<file path="src/design/dq_pkg.sv">
// Package for the double-ended queue: sizes, command and status codes,
// the stage record passed from the pointer stage to the result stage.
// No dependencies.
package dq_pkg;

    localparam int DEPTH  = 256;
    localparam int PTR_W  = $clog2(DEPTH);
    localparam int CNT_W  = $clog2(DEPTH + 1);
    localparam int SUM_W  = CNT_W + 1;
    localparam int WORD_W = 32;
    localparam int CMD_W  = 3;
    localparam int POS_W  = 8;
    localparam int STAT_W = 2;

    localparam logic [CMD_W-1:0] CMD_PUSH_BACK  = 3'd0;
    localparam logic [CMD_W-1:0] CMD_PUSH_FRONT = 3'd1;
    localparam logic [CMD_W-1:0] CMD_POP_BACK   = 3'd2;
    localparam logic [CMD_W-1:0] CMD_POP_FRONT  = 3'd3;
    localparam logic [CMD_W-1:0] CMD_READ_AT    = 3'd4;
    localparam logic [CMD_W-1:0] CMD_WRITE_AT   = 3'd5;
    localparam logic [CMD_W-1:0] CMD_CLEAR      = 3'd6;

    localparam logic [STAT_W-1:0] ST_OK    = 2'd0;
    localparam logic [STAT_W-1:0] ST_EMPTY = 2'd1;
    localparam logic [STAT_W-1:0] ST_FULL  = 2'd2;
    localparam logic [STAT_W-1:0] ST_RANGE = 2'd3;

    // Source of the returned word
    localparam logic [1:0] DSEL_ZERO  = 2'd0;
    localparam logic [1:0] DSEL_MEM   = 2'd1;
    localparam logic [1:0] DSEL_FRONT = 2'd2;
    localparam logic [1:0] DSEL_BACK  = 2'd3;

    // Update of the front and back shadow words
    localparam logic [1:0] USEL_KEEP  = 2'd0;
    localparam logic [1:0] USEL_VALUE = 2'd1;
    localparam logic [1:0] USEL_MEM   = 2'd2;

    typedef struct packed {
        logic [1:0]               data_sel;
        logic [1:0]               front_sel;
        logic [1:0]               back_sel;
        logic signed [WORD_W-1:0] value;
        logic [CNT_W-1:0]         count;
        logic [STAT_W-1:0]        status;
    } t_stage;

    // Ring slot of the entry k places behind the head (k below DEPTH)
    function automatic logic [PTR_W-1:0] slot_of(input logic [PTR_W-1:0] head,
                                                 input logic [CNT_W-1:0] k);
        logic [SUM_W-1:0] sum;
        sum = SUM_W'(head) + SUM_W'(k);
        if (sum >= SUM_W'(DEPTH)) begin
            sum = sum - SUM_W'(DEPTH);
        end
        return sum[PTR_W-1:0];
    endfunction

endpackage

</file>
<file path="src/design/dq_result.sv">
// Result stage: front and back shadow words and the output register.
// Depends on dq_pkg.
module dq_result (
    input  logic                             i_clk,
    input  logic                             i_rst_n,
    input  logic                             i_advance,
    input  logic                             i_out_ready,
    input  dq_pkg::t_stage                   i_stage,
    input  logic signed [dq_pkg::WORD_W-1:0] i_rd_word,
    output logic                             o_out_valid,
    output logic signed [dq_pkg::WORD_W-1:0] o_data_out,
    output logic [dq_pkg::CNT_W-1:0]         o_count,
    output logic signed [dq_pkg::WORD_W-1:0] o_front_word,
    output logic signed [dq_pkg::WORD_W-1:0] o_back_word,
    output logic [dq_pkg::STAT_W-1:0]        o_status
);

    logic signed [dq_pkg::WORD_W-1:0] r_front, n_front;
    logic signed [dq_pkg::WORD_W-1:0] r_back, n_back;
    logic                             r_out_valid, n_out_valid;
    logic signed [dq_pkg::WORD_W-1:0] r_data_out, n_data_out;
    logic [dq_pkg::CNT_W-1:0]         r_count;
    logic signed [dq_pkg::WORD_W-1:0] r_front_word;
    logic signed [dq_pkg::WORD_W-1:0] r_back_word;
    logic [dq_pkg::STAT_W-1:0]        r_status;
    logic                             now_empty;

    always_comb begin
        unique case (i_stage.front_sel)
            dq_pkg::USEL_VALUE: n_front = i_stage.value;
            dq_pkg::USEL_MEM:   n_front = i_rd_word;
            default:            n_front = r_front;
        endcase
        unique case (i_stage.back_sel)
            dq_pkg::USEL_VALUE: n_back = i_stage.value;
            dq_pkg::USEL_MEM:   n_back = i_rd_word;
            default:            n_back = r_back;
        endcase
        // a popped word comes from the shadows as they stood before this word
        unique case (i_stage.data_sel)
            dq_pkg::DSEL_MEM:   n_data_out = i_rd_word;
            dq_pkg::DSEL_FRONT: n_data_out = r_front;
            dq_pkg::DSEL_BACK:  n_data_out = r_back;
            default:            n_data_out = '0;
        endcase
        now_empty   = (i_stage.count == '0);
        n_out_valid = i_advance ? 1'b1 : (i_out_ready ? 1'b0 : r_out_valid);
    end

    always_ff @(posedge i_clk) begin
        if (!i_rst_n) begin
            r_out_valid <= 1'b0;
        end else begin
            r_out_valid <= n_out_valid;
        end
    end

    always_ff @(posedge i_clk) begin
        if (i_advance) begin
            r_front      <= n_front;
            r_back       <= n_back;
            r_data_out   <= n_data_out;
            r_count      <= i_stage.count;
            r_status     <= i_stage.status;
            r_front_word <= now_empty ? '0 : n_front;
            r_back_word  <= now_empty ? '0 : n_back;
        end
    end

    assign o_out_valid  = r_out_valid;
    assign o_data_out   = r_data_out;
    assign o_count      = r_count;
    assign o_front_word = r_front_word;
    assign o_back_word  = r_back_word;
    assign o_status     = r_status;

endmodule

</file>
<file path="config.mk">
export PLATFORM = sky130hd
export DESIGN_NAME = dq_result
export DESIGN_NICKNAME = d
export VERILOG_FILES = /design/src/design/dq_pkg.sv /design/src/design/dq_result.sv
export SDC_FILE = /design/constraint.sdc
export NUM_CORES = 1
export LEC_CHECK = 0
export BUFFER_PORTS_ARGS = -buffer_cell sky130_fd_sc_hd__buf_2
export CAP_MARGIN = 20
export CORE_MARGIN = 1.5
export CORE_UTILIZATION = 48
export DETAILED_ROUTE_END_ITERATION = 6
export HOLD_SLACK_MARGIN = 0.05
export PLACE_DENSITY = 0.76
export SLEW_MARGIN = 10
export SYNTH_ARGS = -nofsm -noshare
export SYNTH_HDL_FRONTEND = slang
export SYNTH_SLANG_ARGS = --single-unit
</file>
<file path="constraint.sdc">
create_clock -name i_clk -period 1.6 [get_ports i_clk]
set_clock_uncertainty 0.2 [all_clocks]
set_input_delay 0.08 -clock i_clk [delete_from_list [all_inputs] [get_ports i_clk]]
set_output_delay 0.08 -clock i_clk [all_outputs]
set_load 0.02 [all_outputs]
</file>
==> out/results.ini <==
[setup_path]
crit_path_end_kind=flop
cp.arrival_ns=1.57
worstReg2RegStart=r_back[3]
worstSetupEndpoint=r_back[3]
r2r_slack_ns=0.01
critPathMaxFanout=2
crit_start=r_back[3]
r2r-end=r_back[3]
critical_path_class=flop to flop
r2r_cells=3
start_kind=flop
cp_data_required_time_ns=1.59

[clock_network]
root_buffer=clkbuf_16
clock_sinks=172
cts_made_buffers=17
clk_latency_ns=0.43
cts_tree=yes
hold_buffers=77
clockBufferDepth=2
path_clk_slew_ns=0.07
htreeDepth=4

[placement]
place_congestion=0.982
placed_cell_area_sq_mm=0.00924
io_buffer_count=192
dpl.hpwl_um=13900
dp_slack_ns=-0.184

[drt]
drt.antenna.violating_nets=0
dr.pass1.iters=5
num_vias=6399
wl_per_cell_um=21.4
wirelength_um=22700
drt-vias-per-instance=6.04
drtIter0Drc=704
drc=0

[logic_synthesis]
yosysWarnings=0
syn_area_sq_mm=0.00779
synth.avg_cell_area_sq_um=13.8
post_synth_inst_count=565
synth.distinct_cells=19
synth-seq-cells=172
synth_nets=654
synth-seq-area-share=0.662

[die]
fp.dieW_um=130
num_rows=46
ioPinCount=193
initial_utilization=0.491
dieHeight_um=130
die_area_sq_mm=0.0170
core_area_sq_mm=0.0159

[grt]
grt_use_total=0.273
grt_pass1_wl_um=34300
overflow=0
antenna_found_initial=1
grt_pass1_vias=6275
grt_max_degree=65

[timing]
hold_violations=31
timing.fmax_ghz=0.630
tightest_slew_ns=0.994
finalCriticalPeriod_ns=1.59
fin_crit_sh=0.991
slew_viol_final=0
setup_viol=0
grt_setup_unrepaired=true
tns_ns=0
setup_ws_ns=0.0138
relSlewSlack=0.336
hold_slack_ns=-0.359

[final_layout]
final_core_util=0.665
fin_area_sq_mm=0.0106
layout.nets=920
drive_gt1_frac=0.359
area_growth_pct=35.7

[pwr]
p_total_w=0.0117
ir_worst_vdd_mv=0.785
p_leak_nw=4.14
p_per_area_mw_per_mm2=1110

[run_status]
status=finished, violations left
violations=hold timing

[min_path]
hold_class=primary input to flop

[run]
maxCapViolations=0

-- placed cells by master (no fill, tap or decap), types with 2 or more instances in the layout --
cell,netlist,final
bufinv_16,0,2
edfxtp_1,171,171
a22oi_1,64,61
o21ai_2,0,2
clkinv_2,0,3
dlygate4sd3_1,0,76
nand2_1,64,63
clkbuf_16,0,17
mux2_2,32,32
a22oi_2,0,3
a22o_1,32,32
clkbuf_1,46,3
buf_2,6,191
o31a_2,4,4
buf_12,0,15
o21ai_0,64,61
clkinvlp_4,0,2
o31a_1,60,60
clkinv_1,0,3
inv_1,4,4
buf_4,0,23
ha_1,4,2
-- routing by layer --
layer / vias up / part of all wire / GRT usage
li1: 2779 / - / -
met3: 70 / 0.10 / 0.0745
met4: 0 / 0.027 / 0.101
met2: 475 / 0.49 / 0.439
met5: - / 0 / 0
met1: 3075 / 0.38 / 0.356
-- stage by stage --
step | cells | hold WS [ns]
after floorplan | 565 | -0.0211
after global placement | 952 | 0.0628
after detailed placement | 952 | 0.0587
after CTS | 1059 | -0.368
after global routing | 1058 | -0.361
final | 1059 | -0.359
-- synthesized netlist by cell type (all sizes together) --
cell type,number,area (sq um)
edfxtp,171,5130
a22oi,64,480
nand2,64,240
o21ai,64,320
o31a,64,566
clkbuf,46,173
a22o,32,280
mux2,32,360
buf,13,109
ha,4,50.1
inv,4,15.0
nor2b,2,12.5
dfxtp,1,20.0
o21a,1,7.51
or2,1,6.26
or3,1,6.26
or4,1,11.3
-- flip-flops by register name, indices dropped and copies added, names as in the netlist --
name          cells
o_front_word     32
r_back           32
o_status          2
o_count           9
o_back_word      32
o_out_valid       1
r_front          32
o_data_out       32
-- layout make-up --
type / count / area [sq um]
multi-input cells: 330 / 2390
fillers: 1121 / 5310
well taps: 216 / 270
clock buffers: 20 / 437
diodes: 1 / 2.50
clock inverters: 10 / 101
flip-flops and latches: 172 / 5150
repair buffers: 306 / 2200
inverters: 4 / 15.0
-- logic make-up (layout without fill, tap and decap cells) --
family / after synthesis / in the layout / share of synthesized area
and+or+nand+nor: 69 / 69 / 0.0355
adders and majority gates: 4 / 4 / 0.00642
buffers and inverters: 63 / 340 / 0.0381
other: 0 / 1 / 0
muxes: 32 / 32 / 0.0462
AOI/OAI and AO/OA: 225 / 225 / 0.212
DFF: 172 / 172 / 0.662
-- where the power goes --
group	leakage (nW)	internal (W)	switching, W
registers	1.74	0.00550	0.000173
clock network	0.258	0.00225	0.00165
logic	2.15	0.000896	0.00121
total	4.14	0.00865	0.00304
-- worst max-delay path, cell delays in order (launching register included) --
cell           delay [ns]
edfxtp_1             0.42
nand2_2              0.10
o21ai_2              0.06
dlygate4sd3_1        0.55
-- repair_timing --
action / CTS / global route
resized for setup: 0 / 10
endpoints found under the setup margin: 0 / 4
setup buffers: 0 / 0
endpoints found under the hold margin: 136 / 30
-- worst min-delay path by stage --
| stage | start | end | slack, ns | cells after the start |
|---|---|---|---|---|
| 2_1_floorplan | i_stage[2] | o_count[0] | -0.02 | 0 |
| 3_3_place_gp | i_stage[0] | o_status[0] | 0.06 | 1 |
| 3_5_place_dp | i_stage[1] | o_status[1] | 0.06 | 1 |
| 4_1_cts | i_stage[9] | o_count[7] | -0.37 | 1 |
| 5_1_grt | i_stage[9] | o_count[7] | -0.36 | 1 |
| 6_report | i_stage[4] | o_count[2] | -0.36 | 1 |
Note: power is estimated with default switching activity, not from simulation.
